**src/rtl/plt_pkg.sv**
```systemverilog
// plt_pkg: shared types and codes for the positional list table.
// Used by plt_ctrl and positional_list_table; no dependencies.
package plt_pkg;

   localparam int OP_W  = 2;
   localparam int POS_W = 5;
   localparam int VAL_W = 32;
   localparam int ST_W  = 2;
   localparam int CNT_W = 5;

   localparam logic [OP_W-1:0] OP_INSERT   = 2'd0;
   localparam logic [OP_W-1:0] OP_DELETE   = 2'd1;
   localparam logic [OP_W-1:0] OP_LOCATE   = 2'd2;
   localparam logic [OP_W-1:0] OP_RETRIEVE = 2'd3;

   localparam logic [ST_W-1:0] ST_OK    = 2'd0;
   localparam logic [ST_W-1:0] ST_RANGE = 2'd1;
   localparam logic [ST_W-1:0] ST_FULL  = 2'd2;

   typedef struct packed {
      logic              is_empty;
      logic [CNT_W-1:0]  item_count;
      logic [ST_W-1:0]   status;
      logic [POS_W-1:0]  found_position;
      logic [VAL_W-1:0]  read_value;
   } plt_rsp_type;

endpackage

```
**src/rtl/plt_ram.sv**
```systemverilog
// plt_ram: list storage, one write port and one read port with registered data.
// No dependencies.
module plt_ram #(
   parameter int DEPTH = 16,
   parameter int WIDTH = 32,
   parameter int AW    = (DEPTH > 1) ? $clog2(DEPTH) : 1
) (
   input  logic             clock,
   input  logic             we,
   input  logic [AW-1:0]    waddr,
   input  logic [WIDTH-1:0] wdata,
   input  logic [AW-1:0]    raddr,
   output logic [WIDTH-1:0] rdata
);

   logic [WIDTH-1:0] store_ff [DEPTH];
   logic [WIDTH-1:0] rdata_ff;

   always_ff @(posedge clock) begin
      if (we) begin
         store_ff[waddr] <= wdata;
      end
      rdata_ff <= store_ff[raddr];
   end

   assign rdata = rdata_ff;

endmodule

```
**src/rtl/plt_ctrl.sv**
```systemverilog
// plt_ctrl: sequencer that walks the list store one entry a cycle for each operation that is not rejected.
// Depends on plt_pkg; drives the ports of plt_ram.
module plt_ctrl
   import plt_pkg::*;
#(
   parameter int CAPACITY = 16,
   parameter int AW       = (CAPACITY > 1) ? $clog2(CAPACITY) : 1,
   parameter int CW       = $clog2(CAPACITY + 1)
) (
   input  logic             clock,
   input  logic             reset,
   input  logic             req_valid,
   output logic             req_ready,
   input  logic [OP_W-1:0]  req_op,
   input  logic [POS_W-1:0] req_pos,
   input  logic [VAL_W-1:0] req_val,
   output logic             res_valid,
   input  logic             res_ready,
   output plt_rsp_type      res,
   output logic             mem_we,
   output logic [AW-1:0]    mem_waddr,
   output logic [VAL_W-1:0] mem_wdata,
   output logic [AW-1:0]    mem_raddr,
   input  logic [VAL_W-1:0] mem_rdata
);

   localparam logic [1:0] S_IDLE = 2'd0;
   localparam logic [1:0] S_WALK = 2'd1;
   localparam logic [1:0] S_FIN  = 2'd2;
   localparam logic [1:0] S_DONE = 2'd3;

   logic [1:0]       state_ff, state_in;
   logic [OP_W-1:0]  op_ff, op_in;
   logic [AW-1:0]    wpos_ff, wpos_in;
   logic [VAL_W-1:0] val_ff, val_in;
   logic [AW-1:0]    ptr_ff, ptr_in;
   logic [CW-1:0]    left_ff, left_in;
   logic             up_ff, up_in;
   logic             head_ff, head_in;
   logic             rdv_ff, rdv_in;
   logic [AW-1:0]    rdaddr_ff, rdaddr_in;
   logic [CW-1:0]    count_ff, count_in;
   logic [VAL_W-1:0] rd_ff, rd_in;
   logic [CW-1:0]    found_ff, found_in;
   logic [ST_W-1:0]  status_ff, status_in;

   logic [CW+4:0]    pos_x, cnt_x, found_x;
   logic [CW-1:0]    pos_c, rdaddr_c;
   logic             match;

   always_comb begin
      pos_x        = '0;
      pos_x[4:0]   = req_pos;
      cnt_x        = '0;
      cnt_x[CW-1:0] = count_ff;
      pos_c        = pos_x[CW-1:0];
      rdaddr_c     = '0;
      rdaddr_c[AW-1:0] = rdaddr_ff;
      match        = (op_ff == OP_LOCATE) && rdv_ff && (mem_rdata == val_ff);
   end

   always_comb begin
      state_in  = state_ff;
      op_in     = op_ff;
      wpos_in   = wpos_ff;
      val_in    = val_ff;
      ptr_in    = ptr_ff;
      left_in   = left_ff;
      up_in     = up_ff;
      head_in   = head_ff;
      rdv_in    = 1'b0;
      rdaddr_in = rdaddr_ff;
      count_in  = count_ff;
      rd_in     = rd_ff;
      found_in  = found_ff;
      status_in = status_ff;
      mem_we    = 1'b0;
      mem_waddr = rdaddr_ff;
      mem_wdata = mem_rdata;
      mem_raddr = ptr_ff;

      unique case (state_ff)
         S_IDLE: begin
            if (req_valid) begin
               op_in     = req_op;
               val_in    = req_val;
               wpos_in   = pos_x[AW-1:0];
               rd_in     = '0;
               found_in  = '0;
               status_in = ST_OK;
               head_in   = 1'b1;
               state_in  = S_WALK;
               unique case (req_op)
                  OP_INSERT: begin
                     ptr_in  = count_ff[AW-1:0] - 1'b1;
                     left_in = count_ff - pos_c;
                     up_in   = 1'b0;
                     if (pos_x > cnt_x) begin
                        status_in = ST_RANGE;
                        state_in  = S_DONE;
                     end else if (count_ff == CW'(CAPACITY)) begin
                        status_in = ST_FULL;
                        state_in  = S_DONE;
                     end
                  end
                  OP_DELETE, OP_RETRIEVE: begin
                     ptr_in  = pos_x[AW-1:0] - 1'b1;
                     left_in = (req_op == OP_DELETE) ? (count_ff - pos_c + 1'b1)
                                                     : CW'(1);
                     up_in   = 1'b1;
                     if (req_pos == '0 || pos_x > cnt_x) begin
                        status_in = ST_RANGE;
                        state_in  = S_DONE;
                     end
                  end
                  default: begin
                     ptr_in  = '0;
                     left_in = count_ff;
                     up_in   = 1'b1;
                  end
               endcase
            end
         end
         S_WALK: begin
            // consume the word read last cycle
            if (rdv_ff) begin
               head_in = 1'b0;
               unique case (op_ff)
                  OP_INSERT: begin
                     mem_we    = 1'b1;
                     mem_waddr = rdaddr_ff + 1'b1;
                  end
                  OP_DELETE: begin
                     if (head_ff) begin
                        rd_in = mem_rdata;
                     end else begin
                        mem_we    = 1'b1;
                        mem_waddr = rdaddr_ff - 1'b1;
                     end
                  end
                  OP_LOCATE: begin
                     if (match) begin
                        found_in = rdaddr_c + 1'b1;
                     end
                  end
                  default: begin
                     rd_in = mem_rdata;
                  end
               endcase
            end
            priority if (match) begin
               left_in  = '0;
               state_in = S_DONE;
            end else if (left_ff != '0) begin
               rdv_in    = 1'b1;
               rdaddr_in = ptr_ff;
               ptr_in    = up_ff ? (ptr_ff + 1'b1) : (ptr_ff - 1'b1);
               left_in   = left_ff - 1'b1;
            end else if (!rdv_ff) begin
               if (op_ff == OP_INSERT) begin
                  state_in = S_FIN;
               end else begin
                  if (op_ff == OP_DELETE) begin
                     count_in = count_ff - 1'b1;
                  end
                  state_in = S_DONE;
               end
            end else begin
               // last word still being consumed
               state_in = S_WALK;
            end
         end
         S_FIN: begin
            mem_we    = 1'b1;
            mem_waddr = wpos_ff;
            mem_wdata = val_ff;
            count_in  = count_ff + 1'b1;
            state_in  = S_DONE;
         end
         default: begin
            if (res_ready) begin
               state_in = S_IDLE;
            end
         end
      endcase
   end

   always_ff @(posedge clock) begin
      if (reset) begin
         state_ff <= S_IDLE;
         count_ff <= '0;
         rdv_ff   <= 1'b0;
      end else begin
         state_ff <= state_in;
         count_ff <= count_in;
         rdv_ff   <= rdv_in;
      end
      op_ff     <= op_in;
      wpos_ff   <= wpos_in;
      val_ff    <= val_in;
      ptr_ff    <= ptr_in;
      left_ff   <= left_in;
      up_ff     <= up_in;
      head_ff   <= head_in;
      rdaddr_ff <= rdaddr_in;
      rd_ff     <= rd_in;
      found_ff  <= found_in;
      status_ff <= status_in;
   end

   always_comb begin
      found_x          = '0;
      found_x[CW-1:0]  = found_ff;
      res.read_value     = rd_ff;
      res.found_position = found_x[POS_W-1:0];
      res.status         = status_ff;
      res.item_count     = cnt_x[CNT_W-1:0];
      res.is_empty       = (count_ff == '0);
   end

   assign req_ready = (state_ff == S_IDLE);
   assign res_valid = (state_ff == S_DONE);

endmodule

```
**src/rtl/positional_list_table.sv**
```systemverilog
// positional_list_table: top level, request/response streams around the list sequencer.
// Depends on plt_pkg, plt_ram and plt_ctrl.
//
//   channel | direction | tdata (low bit up)                               | tuser
//   req_    | in        | position[4:0], item_value[36:5], zeros to 40     | op
//   rsp_    | out       | read_value[31:0], found_position[36:32],         | status
//           |           | item_count[41:37], is_empty[42], zeros to 48     |
//
// One item at a time: the store is walked entry by entry, shifting entries for insert
// and delete, scanning for locate until the first hit, and reading the one entry for
// retrieve; a rejected item skips the walk. The walk goes entry by entry because the
// store has a single read and a single write port.
// Reset clears the item count; the store holds no valid bits and needs no sweep.
// A finished result sits in the output register, so the next request is taken
// while rsp_tready is low; a second result then waits inside the sequencer.
module positional_list_table
   import plt_pkg::*;
#(
   parameter int CAPACITY = 16
) (
   input  logic        clock,
   input  logic        reset,
   input  logic        req_tvalid,
   output logic        req_tready,
   input  logic [39:0] req_tdata,   // position[4:0], item_value[36:5]
   input  logic [1:0]  req_tuser,   // op[1:0]
   output logic        rsp_tvalid,
   input  logic        rsp_tready,
   output logic [47:0] rsp_tdata,   // read_value, found_position, item_count, is_empty
   output logic [1:0]  rsp_tuser    // status[1:0]
);

   localparam int AW = (CAPACITY > 1) ? $clog2(CAPACITY) : 1;
   localparam int CW = $clog2(CAPACITY + 1);

   logic             mem_we;
   logic [AW-1:0]    mem_waddr, mem_raddr;
   logic [VAL_W-1:0] mem_wdata, mem_rdata;
   logic             res_valid, res_ready;
   plt_rsp_type      res;

   logic             rsp_valid_ff, rsp_valid_in;
   plt_rsp_type      rsp_data_ff, rsp_data_in;

   plt_ram #(
      .DEPTH (CAPACITY),
      .WIDTH (VAL_W),
      .AW    (AW)
   ) u_ram (
      .clock (clock),
      .we    (mem_we),
      .waddr (mem_waddr),
      .wdata (mem_wdata),
      .raddr (mem_raddr),
      .rdata (mem_rdata)
   );

   plt_ctrl #(
      .CAPACITY (CAPACITY),
      .AW       (AW),
      .CW       (CW)
   ) u_ctrl (
      .clock     (clock),
      .reset     (reset),
      .req_valid (req_tvalid),
      .req_ready (req_tready),
      .req_op    (req_tuser),
      .req_pos   (req_tdata[4:0]),
      .req_val   (req_tdata[36:5]),
      .res_valid (res_valid),
      .res_ready (res_ready),
      .res       (res),
      .mem_we    (mem_we),
      .mem_waddr (mem_waddr),
      .mem_wdata (mem_wdata),
      .mem_raddr (mem_raddr),
      .mem_rdata (mem_rdata)
   );

   // output register is free when empty or when its transfer completes now
   assign res_ready = !rsp_valid_ff || rsp_tready;

   always_comb begin
      rsp_valid_in = rsp_valid_ff;
      rsp_data_in  = rsp_data_ff;
      if (res_ready) begin
         rsp_valid_in = res_valid;
         rsp_data_in  = res;
      end
   end

   always_ff @(posedge clock) begin
      if (reset) begin
         rsp_valid_ff <= 1'b0;
      end else begin
         rsp_valid_ff <= rsp_valid_in;
      end
      rsp_data_ff <= rsp_data_in;
   end

   assign rsp_tvalid = rsp_valid_ff;
   assign rsp_tuser  = rsp_data_ff.status;
   assign rsp_tdata  = {5'b0, rsp_data_ff.is_empty, rsp_data_ff.item_count,
                        rsp_data_ff.found_position, rsp_data_ff.read_value};

   a_busy_while_result : assert property (@(posedge clock) disable iff (reset)
      res_valid |-> !req_tready)
      else $error("request taken while a result is pending in the sequencer");

   a_error_zero_payload : assert property (@(posedge clock) disable iff (reset)
      (rsp_valid_ff && rsp_data_ff.status != ST_OK) |->
         (rsp_data_ff.read_value == '0 && rsp_data_ff.found_position == '0))
      else $error("rejected operation returned payload");

   a_empty_count : assert property (@(posedge clock) disable iff (reset)
      (rsp_valid_ff && rsp_data_ff.is_empty) |-> (rsp_data_ff.item_count == '0))
      else $error("empty flag with non-zero item count");

   a_accept_busy : assert property (@(posedge clock) disable iff (reset)
      (req_tvalid && req_tready) |=> !req_tready)
      else $error("request channel ready in the cycle after a request transfer");

endmodule

```
**config.mk**
```make
export PLATFORM = sky130hd
export DESIGN_NAME = positional_list_table
export DESIGN_NICKNAME = d
export VERILOG_FILES = /design/src/rtl/plt_pkg.sv /design/src/rtl/plt_ram.sv /design/src/rtl/plt_ctrl.sv /design/src/rtl/positional_list_table.sv
export SDC_FILE = /design/constraint.sdc
export NUM_CORES = 1
export LEC_CHECK = 0
export ABC_AREA = 1
export BUFFER_PORTS_ARGS = -buffer_cell sky130_fd_sc_hd__buf_4
export CORE_MARGIN = 2
export CORE_UTILIZATION = 45
export DETAILED_ROUTE_END_ITERATION = 8
export GPL_TIMING_DRIVEN = 0
export SLEW_MARGIN = 20
export SYNTH_ARGS = -nofsm -noshare
export SYNTH_HDL_FRONTEND = slang
export SYNTH_SLANG_ARGS = --single-unit
```
**constraint.sdc**
```tcl
create_clock -name clock -period 4.2 [get_ports clock]
set_clock_uncertainty 0.1 [all_clocks]
set_input_delay 0.84 -clock clock [delete_from_list [all_inputs] [get_ports clock]]
set_output_delay 0.84 -clock clock [all_outputs]
set_load 0.005 [all_outputs]
```
[Word-level counts from Yosys, hierarchy flattened]
Memory sizes are Yosys's and may differ from the RTL's. A register that Yosys moved wholly into a read port is not among the register bits.
Index checks and enable logic that the tools add are counted.
Word-level totals
  bits in registers: 146
  bits in latches: 0
  bits in writable memories: 512
  ROM bits: 0
  output and inout bits: 52
  word-level logic and storage cells: 144
  memories kept: 1
Cells by class
  add/subtract/negate cells: 12
  multiply operators: 0
  divide/modulo/power cells: 0
  magnitude comparators: 1
  eq/ne operators: 23
  shift-type cells: 0
  multiplexer cells: 59
  bitwise operators: 2
  reductions and logical operators: 26
Memories
  u_ram.store_ff: words 16, bits a word 32, rd ports 1, clocked after Yosys merged registers in 1, wr ports 1, RTL line plt_ram.sv:16  | logic [WIDTH-1:0] store_ff [DEPTH];
Operators by type and width (number)
  two-way mux 32 bit: 4
  case mux 32 bit (2 select lines): 2
  two-way mux 5 bit: 13
  case mux 5 bit (2 select lines): 4
  == test 32 bit: 1
  case mux 4 bit (2 select lines): 4
  two-way mux 4 bit: 6
  two-way mux 2 bit: 10
  subtractor 4 x 1 -> 4 bit (second input constant): 4
  != test 2 bit (second input constant): 6
  AND reduction 3 bit: 4
  adder 5 x 1 -> 5 bit (second input constant): 2
  logical NOT 5 bit: 2
  two-way mux 1 bit: 10
  != test 2 x 1 -> 1 bit (second input constant): 5
  AND reduction 5 bit: 2
  subtractor 5 x 1 -> 5 bit (second input constant): 2
  adder 4 x 1 -> 4 bit (second input constant): 2
  == test 2 bit (second input constant): 4
  case mux 2 bit (2 select lines): 2
  == test 2 x 1 -> 1 bit (second input constant): 3
  logical NOT 2 bit: 3
  != test 3 x 2 -> 1 bit (second input constant): 2
  case mux 1 bit (2 select lines): 3
  other kinds (18): 23

[Longest topological paths before layout]
Gate-level depths: netlist of run 1.
  word-level depth: 7
  depth in mapped cells: 14
  depth with buffers taken out: 13

[Cells and area by module]
A second synthesis of run 1 with hierarchy kept.
Second synthesis, totals
  cell total of the unflattened synthesis: 2862
  area total of the unflattened synthesis: 29881.2 um^2
By module, submodules not included
  plt_ram: instances 1, cells an instance 2122, area an instance 22731.8 um^2
  plt_ctrl: instances 1, cells an instance 684, area an instance 5714.2 um^2
  positional_list_table: instances 1, cells an instance 56, area an instance 1435.1 um^2

[Worst setup path before layout of run 1]
Ideal clock, no wire load.
  path type: input port to flip-flop
  from: input port req_tvalid
  to: register u_ctrl.rd_ff[0], enable pin
  arrival: 3.311 ns
  required time: 3.639 ns
  path slack: 0.327 ns
  cell stages on the path: 4
  cell sequence: nor2_1 nor2_1 inv_1 nor3_1
Between the ends
  longest elaborated chain between the ends: 2
Ends and longest elaborated chain
  from (decl): RTL line positional_list_table.sv:23  | input logic req_tvalid,
  != test 2 bit (no line)
  AND reduction 5 bit (no line)
  to (signal assigned): RTL line plt_ctrl.sv:206  | rd_ff <= rd_in;
  to (decl): RTL line plt_ctrl.sv:43  | logic [VAL_W-1:0] rd_ff, rd_in;
Every way passes these cells.
A chain may end at the register's enable or synchronous reset.

[Final worst setup path of run 1]
  from: register u_ctrl.rdaddr_ff[0]
  to: memory u_ram.store_ff[10][16], enable pin
Between the ends
  longest elaborated chain between the ends: 5
  elaborated cells between the ends (all ways): 6
Ends and longest elaborated chain
  from (decl): RTL line plt_ctrl.sv:41  | logic [AW-1:0] rdaddr_ff, rdaddr_in;
  from (signal assigned): RTL line plt_ctrl.sv:205  | rdaddr_ff <= rdaddr_in;
  subtractor 4 x 1 -> 4 bit: RTL line plt_ctrl.sv:138  | mem_waddr = rdaddr_ff - 1'b1;
  two-way mux 4 bit: RTL line plt_ctrl.sv:134  | if (head_ff) begin
  case mux 4 bit (2 select lines): RTL line plt_ctrl.sv:128  | unique case (op_ff)
  two-way mux 4 bit: RTL line plt_ctrl.sv:126  | if (rdv_ff) begin
  case mux 4 bit (2 select lines) *: RTL line plt_ctrl.sv:82  | unique case (state_ff)
  to (decl): RTL line plt_ram.sv:16
Every way passes the cells marked *; elsewhere a longest branch is shown, timed or not.

==> out/metrics.csv, run 1 <==
stage,metric,value,unit
status,status,completed,
drt,Routed wire per std cell,26.8,um
finish,Ant. Diodes,0,
cts,clock sink total,690,
die,die area,0.0630,mm2
finish,P&R area growth vs syn,18.1,%
synth,Synthesis Warnings,0,
drt,wire length on met3,8150,um
synth,fraction of the yosys area taken by sequential cells,73.9,%
drt,Pre-Repair DR Iteration Count,5,
power,Psw,0.00956,W
grt,All-Layer GR Usage,25.6,%
place,Placed Cells,2886,
synth,Synth Cell Area,0.0275,mm2
power,VDD IR max,0.371,mV
finish,post-route cell area,0.0325,mm2
grt,first-pass GRT wire length,117000,um
synth,Synth top area share,70.9,%
drt,DR top layer,met4,
power,Cell Pwr Density,787,mW/mm2
worst_setup_path,endpoint class of the critical path,flip-flop,
cts,TritonCTS clock tree,done,
drt,total number of vias,17681,
place,PortBufs,89,
sta,Fmax,290,MHz
drt,DRC viols,0,
sta,RSZ-0062 raised after global routing,no,
cts,Root Driver,clkbuf_16,
finish,"commonest non-fill, non-tap cells in the layout","edfxtp_1, nor2_1, nand2_1, o21ai_0, buf_4",
cts,clock tree buffer depth,3,
die,Die Span X,251,um
synth,synth unique cells,45,
worst_setup_path,"Arr. time, crit path",3.67,ns
sta,# setup viols final,0,
finish,fraction of layout cells with a size suffix above 1,14.1,%
grt,initial antenna violation count,0,
die,Core Box Area,0.0604,mm2
die,Die Y,251,um
synth,Synth Flop Type,edfxtp_1,
power,Int Pwr,0.0160,W
finish,Final Non-Filler Cells,3024,
grt,vias in the first global route,17341,
sta,Final Hold Viols,0,
finish,final layout net count,2249,
finish,final core utilization,53.8,%
worst_setup_path,flop-to-flop setup slack,0.75,ns
worst_setup_path,crit path kind,reg -> reg,
place,Final HPWL DP,53800,um
cts,hold-fix buffers at CTS,0,
place,DP Area,0.0300,mm2
cts,postcts setup bufs,0,
sta,final slew viol count,0,
drt,met2 WL,38300,um
cts,post_cts resized,0,
grt,largest net degree at the start of global routing,42,
drt,ANT nets after route,0,
drt,metal1 wirelength,32200,um
sta,worst slew pin tran,1.16,ns
sta,final period utilization,82.1,%
cts,TritonCTS Buffers,74,
synth,cells after synthesis,1978,
drt,DRT Wirelength,81000,um
drt,vias per cell,5.85,
cts,clock latency at the later pin of the worst-skew pair,0.63,ns
cts,H-tree levels,3,
place,RD Place Congestion,0.860,
worst_setup_path,CP required,4.42,ns
synth,Mapped Avg Cell Area,13.9,um2
synth,Seq cells post-synth,690,
sta,Fin Setup TNS,0,ns
cts,clock-pin slew on the worst setup and hold paths,0.06,ns
place,pre-CTS setup slack,0.827,ns
worst_setup_path,CP Max Fanout,12,
power,Flop pwr share,40.4,%
die,initial core utilization,45.5,%
worst_hold_path,Worst Hold Class,in -> reg,
power,Sw Share,37.4,%
grt,grt ovf,0,
die,io pins,98,
worst_setup_path,CP startpoint kind,flip-flop,
sta,max-slew headroom at the worst pin,22.7,%
synth,Post-synth EDFFs,649,
synth,Yosys top cell by area,edfxtp_1,
synth,top cells by area in the synthesized netlist,"edfxtp_1, mux2i_1, nor2_1",
drt,DR iter-0 viols,1878,
power,power share of the combinational group,34.3,%
finish,"commonest non-fill, non-tap cell in the layout",edfxtp_1,
sta,post-route minimum period,3.45,ns
power,clock share of power,25.3,%
synth,Synth async-reset ratio,0,%
power,Leakage,11.6,nW
sta,final worst setup slack,0.752,ns
flow_run,MaxCap Viol Count,0,
die,row count,90,
## kinds of logic (layout without fill, tap and decap cells)
family / Yosys count / in the layout / synth area share (%)
AO/OA/AOI/OAI: 367 / 367 / 8.83
XOR/XNOR: 41 / 41 / 1.31
adder cells (fa/ha/maj): 23 / 23 / 1.13
buffers and inverters: 210 / 470 / 3.31
flip-flops: 690 / 690 / 73.9
multiplexers: 96 / 96 / 3.50
other: 1 / 5 / 0.0137
AND/OR/NAND/NOR: 550 / 550 / 7.98
## through the flow
step | total power, W | hold WS (ns)
2_1_floorplan | 0.0151 | 0.300
3_3_place_gp | 0.0185 | 0.301
3_5_place_dp | 0.0191 | 0.305
4_1_cts | 0.0255 | 0.255
5_1_grt | 0.0266 | 0.266
6_report | 0.0255 | 0.286
## state kept, by name (all words and copies together) (netlist names)
name,flops
u_ctrl.up_ff,1
u_ctrl.mem_raddr,4
u_ctrl.found_ff,5
rsp_tvalid,1
u_ctrl.head_ff,1
u_ctrl.val_ff,32
rsp_tdata,43
u_ctrl.rd_ff,32
rsp_tuser,2
u_ctrl.op_ff,2
u_ram.store_ff,512
u_ctrl.rdaddr_ff,4
u_ram.rdata,32
u_ctrl.count_ff,5
u_ctrl.wpos_ff,4
u_ctrl.left_ff,5
u_ctrl.status_ff,2
u_ctrl.rdv_ff,1
u_ctrl.state_ff,2
## cell usage after synthesis (2+ instances only)
master	number
nor4_1	2
nand4_1	6
o32ai_1	27
buf_4	14
buf_6	5
nand3_1	46
nand3b_1	3
a22oi_1	3
clkbuf_1	63
o211ai_1	26
o22ai_1	12
nor3_1	7
ha_1	20
buf_1	8
fa_1	3
o221ai_1	96
nor2_1	251
o21ai_0	163
a21oi_1	29
inv_1	91
mux2i_1	96
xnor2_1	20
edfxtp_1	649
buf_2	24
dfxtp_1	41
inv_2	5
nor2_2	4
nand2_1	225
a21o_1	2
xor2_1	21
nand2_2	2
## worst paths after layout
path | depth (start not counted) | start | endpoint
setup / recovery | 10 | u_ctrl.rdaddr_ff[0] | u_ram.store_ff[10][16]
hold / removal | 1 | req_tdata[15] | u_ctrl.val_ff[10]
setup reg to reg | 10 | u_ctrl.rdaddr_ff[0] | u_ram.store_ff[10][16]
hold reg to reg | 0 | u_ctrl.rd_ff[1] | rsp_tdata[1]
## metal layers
layer  track usage [%]  vias to the layer above
met4              7.98                        0
met1              33.9                     8824
met3              7.00                      153
li1                  -                     7748
met5                 0                        -
met2              41.5                      956
## area by class of cell
cell class / count / area [um2]
inverters: 96 / 363
fillers: 4956 / 27900
plain buffers: 114 / 551
multi-input cells: 1082 / 6400
flip-flops and latches: 690 / 20300
clock buffers: 94 / 2010
well taps: 782 / 978
repair buffers: 122 / 1440
clock inverters: 44 / 407
## power groups by stage
stage / Combinational, W / Clock [W] / Sequential (W)
2_1_floorplan: 0.00484 / 0 / 0.0103
3_3_place_gp: 0.00806 / 0 / 0.0104
3_5_place_dp: 0.00862 / 0 / 0.0104
4_1_cts: 0.00865 / 0.00655 / 0.0103
5_1_grt: 0.00936 / 0.00681 / 0.0104
6_report: 0.00876 / 0.00647 / 0.0103
## worst max-delay path: stages, from the launching register on
cell	delay [ns]
edfxtp_1	0.47
inv_1	0.12
ha_1	0.36
o21a_1	0.19
a21oi_1	0.11
o21ai_0	0.10
a22oi_1	0.31
nand2_1	0.35
nor2_4	0.60
buf_16	0.24
buf_16	0.17
Note: power is estimated with default switching activity, not from simulation.
==> inputs of run 2 (changes only) <==
Settings changed: ABC_AREA 1 to 0.
Clock period 4.2 ns to 3.4 ns, I/O delays scaled along.
==> run 2 against run 1 <==
  * Die area decreased by 2.6%
  * Total power increased by 14%
  * First-iteration DRC count decreased by 24%
  * Critical path type unchanged
  * Largest cell class unchanged
  * Setup slack got worse by 0.72 ns
  * Sequential share of layout area increased by 1.2 points
==> out/metrics.csv, run 2 <==
stage,metric,value,unit,change
drt,DRT Wirelength,64400,um,was 81000 um
finish,final layout net count,1561,,was 2249
sta,worst slew pin tran,1.07,ns,was 1.16 ns
worst_setup_path,CP Max Fanout,8,,was 12
die,die area,0.0614,mm2,was 0.0630 mm2
sta,RSZ-0062 raised after global routing,yes,,was no
synth,Seq cells post-synth,690,,unchanged
cts,TritonCTS Buffers,72,,was 74
place,PortBufs,89,,unchanged
sta,Fin Setup TNS,0,ns,unchanged
cts,clock sink total,690,,unchanged
worst_setup_path,CP required,3.55,ns,was 4.42 ns
cts,H-tree levels,3,,unchanged
cts,clock-pin slew on the worst setup and hold paths,0.06,ns,about the same
sta,final slew viol count,0,,unchanged
cts,clock latency at the later pin of the worst-skew pair,0.62,ns,was 0.63 ns
sta,final period utilization,99.2,%,was 82.1%
synth,Synth top area share,72.8,%,was 70.9%
drt,vias per cell,5.75,,was 5.85
synth,fraction of the yosys area taken by sequential cells,75.9,%,was 73.9%
synth,Post-synth EDFFs,649,,unchanged
sta,Final Hold Viols,0,,unchanged
grt,vias in the first global route,13264,,was 17.3k
synth,Synth Cell Area,0.0268,mm2,was 0.0275 mm2
place,Placed Cells,2168,,was 2886
worst_setup_path,endpoint class of the critical path,flip-flop,,unchanged
die,io pins,98,,unchanged
status,status,completed,,unchanged
grt,first-pass GRT wire length,92500,um,was 117000 um
finish,"commonest non-fill, non-tap cell in the layout",edfxtp_1,,unchanged
finish,max reg flops,512,,unchanged
place,RD Place Congestion,0.845,,was 0.860
die,initial core utilization,45.4,%,was 45.5%
worst_setup_path,crit path kind,reg -> reg,,unchanged
worst_hold_path,Worst Hold Class,in -> reg,,unchanged
finish,Largest Register,u_ram.store_ff,,unchanged
finish,Ant. Diodes,0,,unchanged
grt,All-Layer GR Usage,21.5,%,was 25.6%
finish,Fillers,4506,,was 4956
power,Cell Pwr Density,912,mW/mm2,was 787 mW/mm2
power,VDD IR max,0.479,mV,was 0.371 mV
finish,area of the multi-input gates,0.00626,mm2,was 0.00640 mm2
finish,"commonest non-fill, non-tap cells in the layout","edfxtp_1, mux4_2, buf_4, clkbuf_16, clkbuf_1",,"was edfxtp_1, nor2_1, nand2_1, o21ai_0, buf_4"
worst_setup_path,"Slowest-stage cell, CP",a31oi_1,,was nor2_4
worst_setup_path,crit-path max cell delay,0.72,ns,was 0.60 ns
place,Final HPWL DP,41200,um,was 53800 um
grt,largest net degree at the start of global routing,27,,was 42
finish,P&R area growth vs syn,18.9,%,was 18.1%
die,Die Span X,248,um,was 251 um
synth,Synth Flop Type,edfxtp_1,,unchanged
cts,clock tree buffer depth,3,,unchanged
synth,cells after synthesis,1269,,was 1978
drt,DRC viols,0,,unchanged
drt,total number of vias,13365,,was 17.7k
drt,Pre-Repair DR Iteration Count,5,,unchanged
flow_run,MaxCap Viol Count,0,,unchanged
cts,Root Driver,clkbuf_16,,unchanged
synth,Mapped Avg Cell Area,21.1,um2,was 13.9 um2
cts,TritonCTS clock tree,done,,unchanged
worst_setup_path,cell chain of the critical path,"xnor2_1, nand4b_1, nor4_1, nand4_1, a31oi_1",,"was inv_1, ha_1, o21a_1, a21oi_1, o21ai_0, a22oi_1, nand2_1, nor2_4, buf_16, buf_16"
finish,fraction of layout cells with a size suffix above 1,31.3,%,was 14.1%
die,Core Box Area,0.0589,mm2,was 0.0604 mm2
finish,register area,0.0203,mm2,unchanged
drt,Routed wire per std cell,27.7,um,was 26.8 um
synth,Synth async-reset ratio,0,%,unchanged
synth,top cells by area in the synthesized netlist,"edfxtp_1, mux4_2, dfxtp_1",,"was edfxtp_1, mux2i_1, nor2_1"
synth,"count leader, synth",edfxtp_1,,unchanged
synth,Synthesis Warnings,0,,unchanged
sta,post-route minimum period,3.37,ns,was 3.45 ns
sta,# setup viols final,0,,unchanged
grt,initial antenna violation count,0,,unchanged
grt,grt ovf,0,,unchanged
worst_setup_path,Crit path max-delay family,simple AND/OR/NAND/NOR gates,,unchanged
worst_setup_path,"Arr. time, crit path",3.52,ns,was 3.67 ns
synth,most common library cells after synthesis,"edfxtp_1, mux4_2, dfxtp_1, nor2_1, xnor2_1",,"was edfxtp_1, nor2_1, nand2_1, o21ai_0"
finish,Final Non-Filler Cells,2323,,was 3024
drt,DR iter-0 viols,1433,,was 1878
die,row count,89,,was 90
sta,max-slew headroom at the worst pin,28.6,%,was 22.7%
sta,final hold slack,0.143,ns,was 0.286 ns
power,Leakage,10.5,nW,was 11.6 nW
die,Die Y,248,um,was 251 um
sta,Fmax,297,MHz,was 290 MHz
synth,synth unique cells,56,,was 45
drt,ANT nets after route,0,,unchanged
worst_setup_path,CP startpoint kind,flip-flop,,unchanged
synth,Yosys top cell by area,edfxtp_1,,unchanged
worst_setup_path,CP bufs+invs,0,,was 3
==> run 2: changes by cell type in the layout (fill, tap and decap cells not counted), sizes merged, moves of 33 or more <==
cell / delta
mux2: +33
o21ai: -138
nor2: -216
mux4: +160
nand2: -215
o221ai: -96
nand3: -35
mux2i: -89
and2: +34
inv: -73
==> run 2: area by class of cell <==
type                       count  share of cell area (%)
tap                          773                    3.04
buffer                        59                   0.822
clock inverter                38                   0.944
timing repair buffer         145                    5.17
sequential                   690                    63.8
clock buffer                  94                    6.25
inverter                      23                   0.271
multi-input combinational    501                    19.7
==> run 2: logic make-up (layout without fill, tap and decap cells) <==
| group | after synthesis | after routing | synth area share [%] |
|---|---|---|---|
| buffers and inverters | 82 | 359 | 1.28 |
| xor gates and xnor gates | 52 | 52 | 1.75 |
| adders and majority gates | 23 | 23 | 1.16 |
| and+or+nand+nor | 140 | 140 | 2.85 |
| muxes | 200 | 200 | 15.1 |
| other | 1 | 5 | 0.0140 |
| DFF | 690 | 690 | 75.9 |
| AOI/OAI and AO/OA | 81 | 81 | 1.91 |
==> run 2: per-layer routing <==
layer  wire [um]  global-route usage [%]
met1       26800                    30.0
met2       30700                    33.8
met3        4980                    4.34
met4        1910                    7.93
met5           0                       0
==> run 2: final timing paths <==
| check | start | to | slack (ns) | cells past startpoint |
|---|---|---|---|---|
| max | u_ctrl.val_ff[17] | u_ctrl.left_ff[3] | 0.03 | 5 |
| min | req_tdata[14] | u_ctrl.val_ff[9] | 0.14 | 1 |
| max reg2reg | u_ctrl.val_ff[17] | u_ctrl.left_ff[3] | 0.03 | 5 |
| min reg2reg | u_ctrl.status_ff[1] | rsp_tuser[1] | 0.31 | 0 |
==> run 2: where the power goes <==
part | internal, W | switching [W]
sequential | 0.0120 | 0.000623
combinational | 0.00365 | 0.00513
clock | 0.00444 | 0.00315
total | 0.0201 | 0.00891
==> run 2: through the flow <==
| stage | setup WS, ns | utilization, % | area, um2 | total power (W) |
|---|---|---|---|---|
| floorplan | -0.295 | - | 26800 | 0.0181 |
| global placement | -2.69 | 48.2 | 28400 | 0.0212 |
| detailed placement | -0.273 | 49.7 | 29300 | 0.0217 |
| CTS | 0.0931 | 53.8 | 31700 | 0.0293 |
| global route | -0.0722 | 54.0 | 31800 | 0.0303 |
| finish | 0.0275 | 54.0 | 31800 | 0.0290 |
==> run 2: repair_timing <==
| item | in CTS | in global routing |
|---|---|---|
| cloned | 0 | 0 |
| pin swaps | 7 | 4 |
| setup buffers | 12 | 11 |
| endpoints found under the setup margin | 232 | 94 |
| hold buffers | 0 | 0 |
| resized for setup | 3 | 0 |
